[config.mk]
export PLATFORM = sky130hd
export DESIGN_NAME = rom_cartridge_bank_pager
export DESIGN_NICKNAME = d
export VERILOG_FILES = /design/src/rtl/core/rcbp_pkg.sv /design/src/rtl/core/rom_cartridge_bank_pager.sv /design/src/rtl/core/rcbp_in_reg.sv /design/src/rtl/core/rcbp_mapper.sv /design/src/rtl/core/rcbp_out_reg.sv
export SDC_FILE = /design/constraint.sdc
export NUM_CORES = 1
export LEC_CHECK = 0
export BUFFER_PORTS_ARGS = -buffer_cell sky130_fd_sc_hd__buf_2
export CAP_MARGIN = 25
export CORE_ASPECT_RATIO = 1.1
export CORE_UTILIZATION = 60
export DETAILED_ROUTE_END_ITERATION = 16
export PLACE_DENSITY = 0.85
export SLEW_MARGIN = 0
export SYNTH_ARGS = -nofsm -noshare
export SYNTH_HDL_FRONTEND = slang
export SYNTH_SLANG_ARGS = --single-unit
[constraint.sdc]
create_clock -name clk -period 3.6 [get_ports clk]
set_input_delay 0.18 -clock clk [delete_from_list [all_inputs] [get_ports clk]]
set_output_delay 0.18 -clock clk [all_outputs]
set_load 0.05 [all_outputs]
[src/rtl/core/rcbp_pkg.sv]
// Shared types and constants of the cartridge bank pager.
package rcbp_pkg;

  localparam int ROM_ADDR_BITS_DEF = 22;
  localparam int ROM_FULL_BITS     = 22;
  localparam int BANK_BITS         = 8;
  localparam int PREG_BITS         = 13;

  typedef struct packed {
    logic [15:0] access_address;
    logic        direct_access;
  } in_item_t;

  typedef struct packed {
    logic                     responds;
    logic                     idle_byte;
    logic [ROM_FULL_BITS-1:0] rom_address;
  } out_item_t;

  typedef enum logic [1:0] {
    RES_OFF  = 2'd0,
    RES_ROM  = 2'd1,
    RES_IDLE = 2'd2
  } res_kind_t;

  localparam logic [2:0] CART_NONE    = 3'd0;
  localparam logic [2:0] CART_PLAIN   = 3'd1;
  localparam logic [2:0] CART_BANK16  = 3'd2;
  localparam logic [2:0] CART_BANK8   = 3'd3;
  localparam logic [2:0] CART_BANKSET = 3'd4;

  localparam logic [15:0] UPPER_BASE  = 16'h3FC0;
  localparam logic [15:0] LOWER_LIMIT = 16'h2000;
  localparam logic [2:0]  SEL_LOWER   = 3'b011;
  localparam logic [2:0]  SEL_UPPER   = 3'b101;

  localparam logic [15:0] TRAP_PORT_A   = 16'h0008;
  localparam logic [15:0] TRAP_PORT_B   = 16'h1708;
  localparam logic [15:0] TRAP_PORT_END = 16'h0700;
  localparam logic [15:0] TRAP_TAPE_A   = 16'h0556;
  localparam logic [15:0] TRAP_TAPE_B   = 16'h04C2;
  localparam logic [15:0] TRAP_TAPE_END = 16'h0555;

  localparam int BIT_WRITE   = 3;
  localparam int BIT_PAGEOUT = 4;
  localparam int BIT_LOCK    = 5;
  localparam int BIT_TAPE    = 11;
  localparam int BIT_PORT    = 12;

endpackage

[src/rtl/core/rom_cartridge_bank_pager.sv]
// Top level of the paged ROM cartridge bank pager.
// One CPU read is taken per cycle unless the input is stalled. A read sits in the input register
// from its transfer, is decoded in the following cycle and is then loaded into the result
// register, from which it is presented. A stalled result holds the result register and, when
// the input register holds a read, that register too, stalling the input in that same
// cycle; nothing else stalls the block. The single decode stage updates the paging state
// as each read passes, so back-to-back reads see each other's paging effects in order. The
// block returns only the ROM byte address, truncated to ROM_ADDR_BITS and zero above; the
// ROM itself lives outside. cartridge_type is written through cfg_wr_en/cfg_wr_data and
// should change only with no read in flight.
module rom_cartridge_bank_pager
  import rcbp_pkg::*;
#(
  parameter int ROM_ADDR_BITS = ROM_ADDR_BITS_DEF
) (
  input  logic       clk,
  input  logic       rst,
  input  logic       cfg_wr_en,
  input  logic [2:0] cfg_wr_data,
  input  logic       in_valid,
  output logic       in_stall,
  input  in_item_t   in_data,
  output logic       out_valid,
  input  logic       out_stall,
  output out_item_t  out_data
);

  logic      item_valid;
  in_item_t  item;
  logic      ready;
  logic      fire;
  out_item_t result;

  assign fire = item_valid && ready;

  rcbp_in_reg u_in_reg (
    .clk       (clk),
    .rst       (rst),
    .in_valid  (in_valid),
    .in_stall  (in_stall),
    .in_data   (in_data),
    .advance   (ready),
    .item_valid(item_valid),
    .item      (item)
  );

  rcbp_mapper u_mapper (
    .clk        (clk),
    .rst        (rst),
    .cfg_wr_en  (cfg_wr_en),
    .cfg_wr_data(cfg_wr_data),
    .fire       (fire),
    .item       (item),
    .result     (result)
  );

  rcbp_out_reg #(
    .ROM_ADDR_BITS(ROM_ADDR_BITS)
  ) u_out_reg (
    .clk      (clk),
    .rst      (rst),
    .load     (item_valid),
    .result   (result),
    .ready    (ready),
    .out_valid(out_valid),
    .out_stall(out_stall),
    .out_data (out_data)
  );

endmodule

[src/rtl/core/rcbp_in_reg.sv]
// Input register stage of the cartridge bank pager.
module rcbp_in_reg
  import rcbp_pkg::*;
(
  input  logic     clk,
  input  logic     rst,
  input  logic     in_valid,
  output logic     in_stall,
  input  in_item_t in_data,
  input  logic     advance,
  output logic     item_valid,
  output in_item_t item
);

  logic in_xfer;

  assign in_stall = item_valid && !advance;
  assign in_xfer  = in_valid && !in_stall;

  always_ff @(posedge clk) begin
    if (rst) begin
      item_valid <= 1'b0;
    end else if (in_xfer) begin
      item_valid <= 1'b1;
    end else if (advance) begin
      item_valid <= 1'b0;
    end
  end

  always_ff @(posedge clk) begin
    if (in_xfer) begin
      item <= in_data;
    end
  end

endmodule

[src/rtl/core/rcbp_mapper.sv]
// Paging state and per-access decode of the cartridge bank pager.
module rcbp_mapper
  import rcbp_pkg::*;
(
  input  logic      clk,
  input  logic      rst,
  input  logic      cfg_wr_en,
  input  logic [2:0] cfg_wr_data,
  input  logic      fire,
  input  in_item_t  item,
  output out_item_t result
);

  logic [2:0]           cartridge_type;
  logic [PREG_BITS-1:0] paging_register;
  logic                 lower_window_selected;
  logic                 port_bank_paged_in;
  logic                 tape_bank_paged_in;

  logic [PREG_BITS-1:0] paging_register_next;
  logic                 lower_window_selected_next;
  logic                 port_bank_paged_in_next;
  logic                 tape_bank_paged_in_next;

  res_kind_t            res;
  logic [BANK_BITS-1:0] bank;
  logic [15:0]          addr;
  logic                 direct;
  logic                 in_cart;
  logic                 upper_area;
  logic                 autopaged;
  logic                 may;

  assign addr       = item.access_address;
  assign direct     = item.direct_access;
  assign in_cart    = (addr < 16'h4000);
  assign upper_area = (addr >= UPPER_BASE);
  assign autopaged  = port_bank_paged_in || tape_bank_paged_in;
  assign may        = (!direct && !paging_register[BIT_LOCK]) || autopaged;

  always_comb begin
    res                        = RES_OFF;
    bank                       = '0;
    paging_register_next       = paging_register;
    lower_window_selected_next = lower_window_selected;
    port_bank_paged_in_next    = port_bank_paged_in;
    tape_bank_paged_in_next    = tape_bank_paged_in;
    if (in_cart) begin
      case (cartridge_type)
        CART_PLAIN: begin
          res = RES_ROM;
        end
        CART_BANK16, CART_BANK8: begin
          if (!direct && upper_area && !paging_register[BIT_LOCK]) begin
            paging_register_next = {{(PREG_BITS-6){1'b0}}, addr[5:0]};
            res                  = RES_IDLE;
          end else if (paging_register[BIT_PAGEOUT]) begin
            res = RES_OFF;
          end else if (cartridge_type == CART_BANK8 && paging_register[BIT_WRITE]) begin
            res = RES_IDLE;
          end else begin
            res = RES_ROM;
            if (cartridge_type == CART_BANK8) begin
              bank = {5'b0, paging_register[2:0]};
            end else begin
              bank = {4'b0, paging_register[3:0]};
            end
          end
        end
        CART_BANKSET: begin
          if (may && !lower_window_selected && upper_area) begin
            if (addr[5:3] == SEL_LOWER) begin
              lower_window_selected_next = 1'b1;
            end else begin
              paging_register_next = {paging_register[PREG_BITS-1:6], addr[5:0]};
            end
            res = RES_IDLE;
          end else if (may && lower_window_selected && addr < LOWER_LIMIT) begin
            if (addr[5:3] == SEL_UPPER) begin
              lower_window_selected_next = 1'b0;
            end else begin
              paging_register_next = addr[PREG_BITS-1:0];
            end
            res = RES_IDLE;
          end else if (!paging_register[BIT_PAGEOUT] || autopaged) begin
            if (paging_register[BIT_WRITE]) begin
              res = RES_IDLE;
            end else begin
              res = RES_ROM;
              if (!autopaged ||
                  (!paging_register[BIT_PORT] && port_bank_paged_in) ||
                  (!paging_register[BIT_TAPE] && tape_bank_paged_in)) begin
                bank = {paging_register[10:6], paging_register[2:0]};
              end else begin
                bank = {paging_register[10:6], 2'b01, tape_bank_paged_in};
              end
            end
          end
          // trap checks see the register as just updated
          if (!direct) begin
            if (!port_bank_paged_in && !tape_bank_paged_in &&
                paging_register_next[BIT_PORT] &&
                (addr == TRAP_PORT_A || addr == TRAP_PORT_B)) begin
              port_bank_paged_in_next = 1'b1;
            end else if (port_bank_paged_in && paging_register_next[BIT_PORT] &&
                         addr == TRAP_PORT_END) begin
              port_bank_paged_in_next = 1'b0;
            end
            if (!port_bank_paged_in_next && !tape_bank_paged_in &&
                paging_register_next[BIT_TAPE] &&
                (addr == TRAP_TAPE_A || addr == TRAP_TAPE_B)) begin
              tape_bank_paged_in_next = 1'b1;
            end else if (tape_bank_paged_in && paging_register_next[BIT_TAPE] &&
                         (addr == TRAP_TAPE_A || addr == TRAP_TAPE_B ||
                          addr == TRAP_TAPE_END)) begin
              tape_bank_paged_in_next = 1'b0;
            end
          end
        end
        default: begin
          res = RES_OFF;
        end
      endcase
    end
  end

  always_comb begin
    result.responds    = (res != RES_OFF);
    result.idle_byte   = (res == RES_IDLE);
    result.rom_address = (res == RES_ROM) ? {bank, addr[13:0]} : '0;
  end

  always_ff @(posedge clk) begin
    if (rst) begin
      cartridge_type        <= CART_NONE;
      paging_register       <= '0;
      lower_window_selected <= 1'b0;
      port_bank_paged_in    <= 1'b0;
      tape_bank_paged_in    <= 1'b0;
    end else begin
      if (cfg_wr_en) begin
        cartridge_type <= cfg_wr_data;
      end
      if (fire) begin
        paging_register       <= paging_register_next;
        lower_window_selected <= lower_window_selected_next;
        port_bank_paged_in    <= port_bank_paged_in_next;
        tape_bank_paged_in    <= tape_bank_paged_in_next;
      end
    end
  end

endmodule

[src/rtl/core/rcbp_out_reg.sv]
// Result register of the cartridge bank pager.
module rcbp_out_reg
  import rcbp_pkg::*;
#(
  parameter int ROM_ADDR_BITS = ROM_ADDR_BITS_DEF
) (
  input  logic      clk,
  input  logic      rst,
  input  logic      load,
  input  out_item_t result,
  output logic      ready,
  output logic      out_valid,
  input  logic      out_stall,
  output out_item_t out_data
);

  logic                     responds;
  logic                     idle_byte;
  logic [ROM_ADDR_BITS-1:0] rom_address;

  assign ready = !out_valid || !out_stall;

  always_ff @(posedge clk) begin
    if (rst) begin
      out_valid <= 1'b0;
    end else if (ready) begin
      out_valid <= load;
    end
  end

  always_ff @(posedge clk) begin
    if (load && ready) begin
      responds    <= result.responds;
      idle_byte   <= result.idle_byte;
      rom_address <= result.rom_address[ROM_ADDR_BITS-1:0];
    end
  end

  assign out_data.responds    = responds;
  assign out_data.idle_byte   = idle_byte;
  assign out_data.rom_address = ROM_FULL_BITS'(rom_address);

endmodule

==> results of run 1 <==
==> timing repair <==
action                                  4_1_cts  5_1_grt
hold buffers                                 15        0
hold endpoints to repair                     15        0
endpoints found under the setup margin        0        0
==> logic make-up (layout without fill, tap and decap cells) <==
kind of cell / Yosys count / count (layout)
buffers and inverters: 17 / 90
DFF: 62 / 62
and+or+nand+nor: 116 / 116
muxes: 14 / 14
AOI/OAI and AO/OA: 48 / 48
==> metal layers <==
layer | vias to the layer above | global-route usage, % | share of wire (%)
li1 | 1082 | - | -
met3 | 12 | 8.636 | 7.8
met4 | 0 | 12.27 | 2.2
met2 | 135 | 48.04 | 51
met1 | 1068 | 35.56 | 39
met5 | - | 0 | 0
==> state kept, by name, indices dropped and copies added, names as in the netlist <==
register,flops
u_in_reg.item_valid,1
u_in_reg.item,17
u_out_reg.idle_byte,1
u_out_reg.out_valid,1
u_mapper.port_bank_paged_in,1
u_mapper.tape_bank_paged_in,1
u_mapper.lower_window_selected,1
u_out_reg.responds,1
u_mapper.paging_register,13
u_out_reg.rom_address,22
u_mapper.cartridge_type,3
==> path summary, 6_finish.rpt <==
check / start / end
setup / recovery: u_in_reg.item[16]$_DFFE_PP_ / u_out_reg.rom_address[14]$_SDFFCE_PN0P_
hold / removal: in_data[10] / u_in_reg.item[10]$_DFFE_PP_
setup reg to reg: u_in_reg.item[16]$_DFFE_PP_ / u_out_reg.rom_address[14]$_SDFFCE_PN0P_
hold reg to reg: u_mapper.paging_register[10]$_SDFFE_PP0P_ / u_mapper.paging_register[10]$_SDFFE_PP0P_
==> cells in the final DEF, fill, tap and decap left out, types with 2 or more instances in the layout <==
| cell | count |
|---|---|
| o211ai_1 | 2 |
| and3_2 | 4 |
| o21ai_0 | 5 |
| buf_2 | 50 |
| clkbuf_8 | 9 |
| dlygate4sd3_1 | 15 |
| o21ai_1 | 3 |
| nand3_1 | 3 |
| edfxtp_1 | 41 |
| and2_2 | 6 |
| nor2b_1 | 4 |
| a211o_1 | 4 |
| clkinvlp_4 | 2 |
| clkinv_4 | 2 |
| nand3b_1 | 3 |
| mux2i_1 | 14 |
| inv_1 | 7 |
| nor3b_1 | 2 |
| and2_1 | 10 |
| nand4_1 | 5 |
| or2_2 | 3 |
| dfxtp_1 | 21 |
| a21oi_1 | 12 |
| nor4_1 | 6 |
| o21bai_1 | 2 |
| bufinv_16 | 3 |
| nand2_1 | 22 |
| a211oi_1 | 3 |
| o31ai_1 | 2 |
| buf_4 | 2 |
| nor3_1 | 5 |
| nand2b_1 | 18 |
| nor2_1 | 18 |
==> critical path, cell delays in order, from the launching register on <==
cell and delay, ns:
edfxtp_1 0.44, nor2_1 0.61, o21ai_1 0.29, a21oi_1 0.38, o31a_4 0.28, a21boi_0 0.19
==> power groups by stage <==
stage / combinational (uW) / sequential, uW / clock, uW
5_1_grt: 168 / 817 / 787
3_3_place_gp: 141 / 827 / 0
2_1_floorplan: 62.2 / 865 / 0
3_5_place_dp: 144 / 829 / 0
4_1_cts: 157 / 813 / 759
6_report: 158 / 814 / 752
==> stage by stage <==
step / total power, uW / instances / hold slack, ns / utilization, % / setup WS (ns)
after floorplan: 927.3 / 257 / 0.2789 / - / 1.329
after global placement: 967.7 / 355 / 0.3560 / 68.32 / 1.424
after detailed placement: 972.4 / 355 / 0.3581 / 68.32 / 1.354
after CTS: 1729 / 386 / 0.002481 / 76.84 / 1.340
after global routing: 1773 / 386 / 0.007783 / 76.84 / 1.060
final: 1724 / 386 / 0.01422 / 76.84 / 1.265
==> area by class of cell <==
type	instances	area share [%]
inverter	7	0.7350
tap	56	1.960
timing repair buffer	67	11.62
sequential	62	46.20
multi-input combinational	178	32.59
clock inverter	7	3.430
clock buffer	9	3.465
==> results.json, run 1 <==
{
  "ys_seq_elements": 62,
  "period_share_pct": 64.86,
  "synth_cells": 257,
  "drtIter0Drc": 295,
  "antenna_found_initial": 0,
  "ys_top_cells_by_area": "edfxtp_1, dfxtp_1, mux2i_1",
  "core-area_um2": 4652,
  "setup_violations": 0,
  "yosys.area_share.simple_pct": 22.45,
  "async_flop_share_pct": 0,
  "synth_edf_count": 41,
  "grt_max_degree": 30,
  "synth-main-ff-cell": "edfxtp_1",
  "ff2ff_setup_slack_ns": 1.26,
  "track_usage_pct": 29.20,
  "cts_resized": 0,
  "timing.reg2reg.worst_path_depth": 5,
  "cts-buffers-inserted": 9,
  "synth_xor_area_share_pct": 0,
  "yosysTopAreaCellShare_pct": 42.49,
  "syn_area_per_cell_um2": 11.28,
  "tns_ns": 0,
  "htree_levels": 3,
  "synth_top_family_by_area": "simple AND/OR/NAND/NOR gates",
  "synthMuxAreaShare_pct": 4.836,
  "status": "complete, no violations",
  "yosysSeqAreaShare_pct": 56.99,
  "cap_violations": 0,
  "layout.nets": 350,
  "grt_remaining_overflow": 0,
  "io_pins": 51,
  "dr_total_vias": 2297,
  "ys_types": 52,
  "rows": 26,
  "cts_buffer_depth": 2,
  "relSlewSlack_pct": 44.89,
  "syn2layout_area_growth_pct": 23.36,
  "grt_pass1_vias": 2150,
  "place_congestion": 0.8974,
  "wl_per_cell_um": 17.40,
  "peakVddDrop_mv": 0.3366,
  "finalHoldViolations": 0,
  "worst_slew_pin_slew_ns": 0.8191,
  "drt-vias-per-instance": 5.951,
  "combPwrFrac_pct": 9.2,
  "fmax_mhz": 428.3,
  "antenna_left": 0,
  "hpwlAfterDp_mm": 4.377,
  "synth.largest_area_cell": "edfxtp_1",
  "finalCriticalPeriod_ns": 2.335,
  "p_int_uw": 1303,
  "netlist_area_um2": 2898,
  "ys.warnings.count": 0,
  "clock-root-buffer": "clkbuf_8",
  "start_kind": "flop",
  "wirelength_mm": 6.715,
  "p_leak_uw": 0.001314,
  "p_clk_share_pct": 43.6,
  "grt_pass1_wl_mm": 10.42,
  "stdcell_area_um2": 3575,
  "seqPwrFrac_pct": 47.2,
  "switching_power_uw": 420.4,
  "portBuffers": 50,
  "switching_share_pct": 24.39,
  "synth-adder-area-share_pct": 0,
  "crit_path_end_kind": "flop",
  "multiInputGateArea_um2": 1165,
  "drive_gt1_share_pct": 26.06,
  "clk_latency_ns": 0.35,
  "synth_commonest_cells": "edfxtp_1, nand2_1, dfxtp_1",
  "dieArea_um2": 5112,
  "seq_area_um2": 1652,
  "drt_pre_antenna_iters": 5,
  "cts_tree": "yes",
  "hold_path_class": "primary input to flop",
  "yosysMostFrequentCell": "edfxtp_1",
  "synth_compound_area_share_pct": 12.91,
  "rsz0062_at_grt": "false",
  "crit_fanout": 17,
  "place_area_um2": 3178,
  "path_class": "flop to flop",
  "cts_setup_buffers": 0,
  "diodes": 0,
  "die_x_um": 68.26,
  "drc": 0,
  "min_path_cells": 1,
  "power_density_nw_per_um2": 482.3,
  "cp.arrival_ns": 2.53,
  "fin_skew_ns": 0.007607,
  "fp.dieH_um": 74.89,
  "nFillCells": 311,
  "clock-sinks": 62,
  "start_util_pct": 62.29,
  "worstPathRequired_ns": 3.79,
  "syn-num-nets": 282,
  "clkSlewWorstSetupHoldPaths_ns": 0.07,
  "slew_violations": 0
}
No activity file was read; power rests on OpenSTA's default activity.
==> run 2, diff against run 1 <==
CORE_UTILIZATION = 50   (was 60)
PLACE_DENSITY = 0.75   (was 0.85)
clock period = 2.1 ns   (was 3.6 ns; I/O delays follow)
==> results.json, run 2 (synthesis results as in run 1) <==
{
  "core-area_um2": 5465,
  "cp.arrival_ns": 2.17,
  "place_congestion": 0.8556,
  "peakVddDrop_mv": 0.4100,
  "largest_registers": "u_out_reg.rom_address (22), u_in_reg.item (17), u_mapper.paging_register (13)",
  "cpMaxStageDelayCell": "o31a_4",
  "whs_ns": 0.03325,
  "slew_violations": 0,
  "drt-vias-per-instance": 5.487,
  "seq_area_um2": 1653,
  "worstReg2RegStart": "u_in_reg.item[9]$_DFFE_PP_",
  "stdcell_area_um2": 3807,
  "whs_endpoint": "u_out_reg.out_valid$_SDFFE_PP0N_",
  "nFillCells": 422,
  "grt-busiest-layer": "met2",
  "start_util_pct": 53.02,
  "timing.reg2reg.worst_path_depth": 5,
  "track_usage_pct": 24.54,
  "drc": 0,
  "grt_use_met3_pct": 6.871,
  "finalHoldViolations": 0,
  "finalCriticalPeriod_ns": 2.064,
  "worstPathRequired_ns": 2.21,
  "grt_use_met1_pct": 29.26,
  "largest_reg_flops": 22,
  "grt_pass1_wl_mm": 10.65,
  "drt_pre_antenna_iters": 5,
  "die_x_um": 74.59,
  "slowest_delay_ns": 0.44,
  "relSlewSlack_pct": 69.14,
  "rows": 28,
  "grt_pass1_vias": 2270,
  "layout_commonest_cell": "buf_2",
  "cts-buffers-inserted": 9,
  "fin_skew_ns": 0.009337,
  "clock-root-buffer": "clkbuf_8",
  "htree_levels": 3,
  "r2r-end": "u_out_reg.rom_address[12]$_SDFFCE_PP0P_",
  "drive_gt1_share_pct": 31.67,
  "antenna_found_initial": 0,
  "cap_violations": 0,
  "place_area_um2": 3385,
  "worst_slew_pin_slew_ns": 0.4629,
  "antenna_left": 0,
  "drtIter0Drc": 145,
  "clkSlewWorstSetupHoldPaths_ns": 0.07,
  "p_leak_uw": 0.001406,
  "ff2ff_setup_slack_ns": 0.04,
  "hp-start": "out_stall",
  "regMostFlops": "u_out_reg.rom_address",
  "fmax_mhz": 484.5,
  "period_share_pct": 98.28,
  "crit_fanout": 17,
  "io_pins": 51,
  "setup_violations": 0,
  "cts_tree": "yes",
  "grt_max_degree": 30,
  "layout_common_cells": "buf_2, edfxtp_1, buf_4",
  "status": "complete, no violations",
  "dr_total_vias": 2387,
  "hpwlAfterDp_mm": 4.654,
  "wirelength_mm": 6.744,
  "path_class": "flop to flop",
  "cts_buffer_depth": 2,
  "syn2layout_area_growth_pct": 31.39,
  "use_met2_pct": 39.91,
  "cp_cell_sequence": "nand4_1, o21ai_1, a31oi_4, o31a_4, and2_2",
  "crit_path_end_kind": "flop",
  "layout.nets": 380,
  "start_kind": "flop",
  "power_density_nw_per_um2": 683.5,
  "wl_per_cell_um": 15.50,
  "tns_ns": 0,
  "multiInputGateArea_um2": 1195,
  "clock-sinks": 62,
  "dieArea_um2": 6104,
  "min_path_cells": 3,
  "diodes": 0,
  "clk_latency_ns": 0.35,
  "grt_remaining_overflow": 0,
  "portBuffers": 50,
  "fp.dieH_um": 81.85,
  "hold_path_class": "primary input to flop"
}
-- run 2: cell types whose count changed in the layout (fill, tap and decap cells not counted), moves of 2 or more --
cell,before,now
o21ai_2,0,2
o21ai_1,3,1
dlygate4sd3_1,15,21
buf_4,2,25
clkbuf_1,0,2
clkinvlp_4,2,4
bufinv_16,3,0
-- run 2: how the worst max path moves through the flow --
stage                                 from                                       end  slack (ns)  cells past startpoint
2_1_floorplan  u_in_reg.item[16]$_DFFE_PP_   u_out_reg.rom_address[11]$_SDFFCE_PP0P_        0.02                      6
3_3_place_gp   u_in_reg.item[16]$_DFFE_PP_    u_out_reg.rom_address[9]$_SDFFCE_PP0P_        0.08                      5
3_5_place_dp   u_in_reg.item[16]$_DFFE_PP_  u_mapper.tape_bank_paged_in$_SDFFE_PP0P_       0.008                      6
4_1_cts        u_in_reg.item[16]$_DFFE_PP_   u_out_reg.rom_address[12]$_SDFFCE_PP0P_        0.03                      5
5_1_grt         u_in_reg.item[9]$_DFFE_PP_   u_out_reg.rom_address[11]$_SDFFCE_PP0P_       -0.07                      5
6_report        u_in_reg.item[9]$_DFFE_PP_   u_out_reg.rom_address[12]$_SDFFCE_PP0P_        0.04                      5
-- run 2: final cells by class --
class / instances / area share [%]
Sequential cell: 62 / 43.41
Multi-Input combinational cell: 178 / 31.38
Timing Repair Buffer: 97 / 17.55
Clock buffer: 11 / 3.451
Tap cell: 75 / 2.465
Clock inverter: 5 / 0.9530
Inverter: 7 / 0.7887
-- run 2: metal layers --
layer	vias up	wire length, um
met5	-	0
met2	91	3386
met4	0	208
met1	1132	2700
li1	1144	-
met3	20	449
-- run 2: report_power, final --
group | switching, uW | internal (uW) | leakage, uW
sequential | 34.1 | 1350 | 0.000555
combinational | 196 | 121 | 0.000776
clock | 472 | 427 | 0.0000755
total | 702 | 1900 | 0.00141
-- run 2: critical path, delay by kind of cell, from the launching register on --
family	cells	cell delay, ns
flip-flops	1	0.40
AND/OR/NAND/NOR	2	0.48
AO/OA/AOI/OAI	3	0.94
-- run 2: repair_timing --
item / CTS / global route
setup endpoints to repair: 1 / 19
hold buffers: 21 / 0
hold endpoints to repair: 21 / 0
pin swaps: 0 / 1
resized for setup: 1 / 5
buffers inserted: 0 / 2
-- run 2: per-stage QoR --
stage	util, %	setup slack, ns	power (uW)	cells
floorplan	-	0.02273	1591	257
detailed placement	61.93	0.008411	1692	396
CTS	68.86	0.02809	2613	433
global placement	61.93	0.08176	1686	396
global route	69.67	-0.06699	2696	435
finish	69.67	0.03608	2602	435
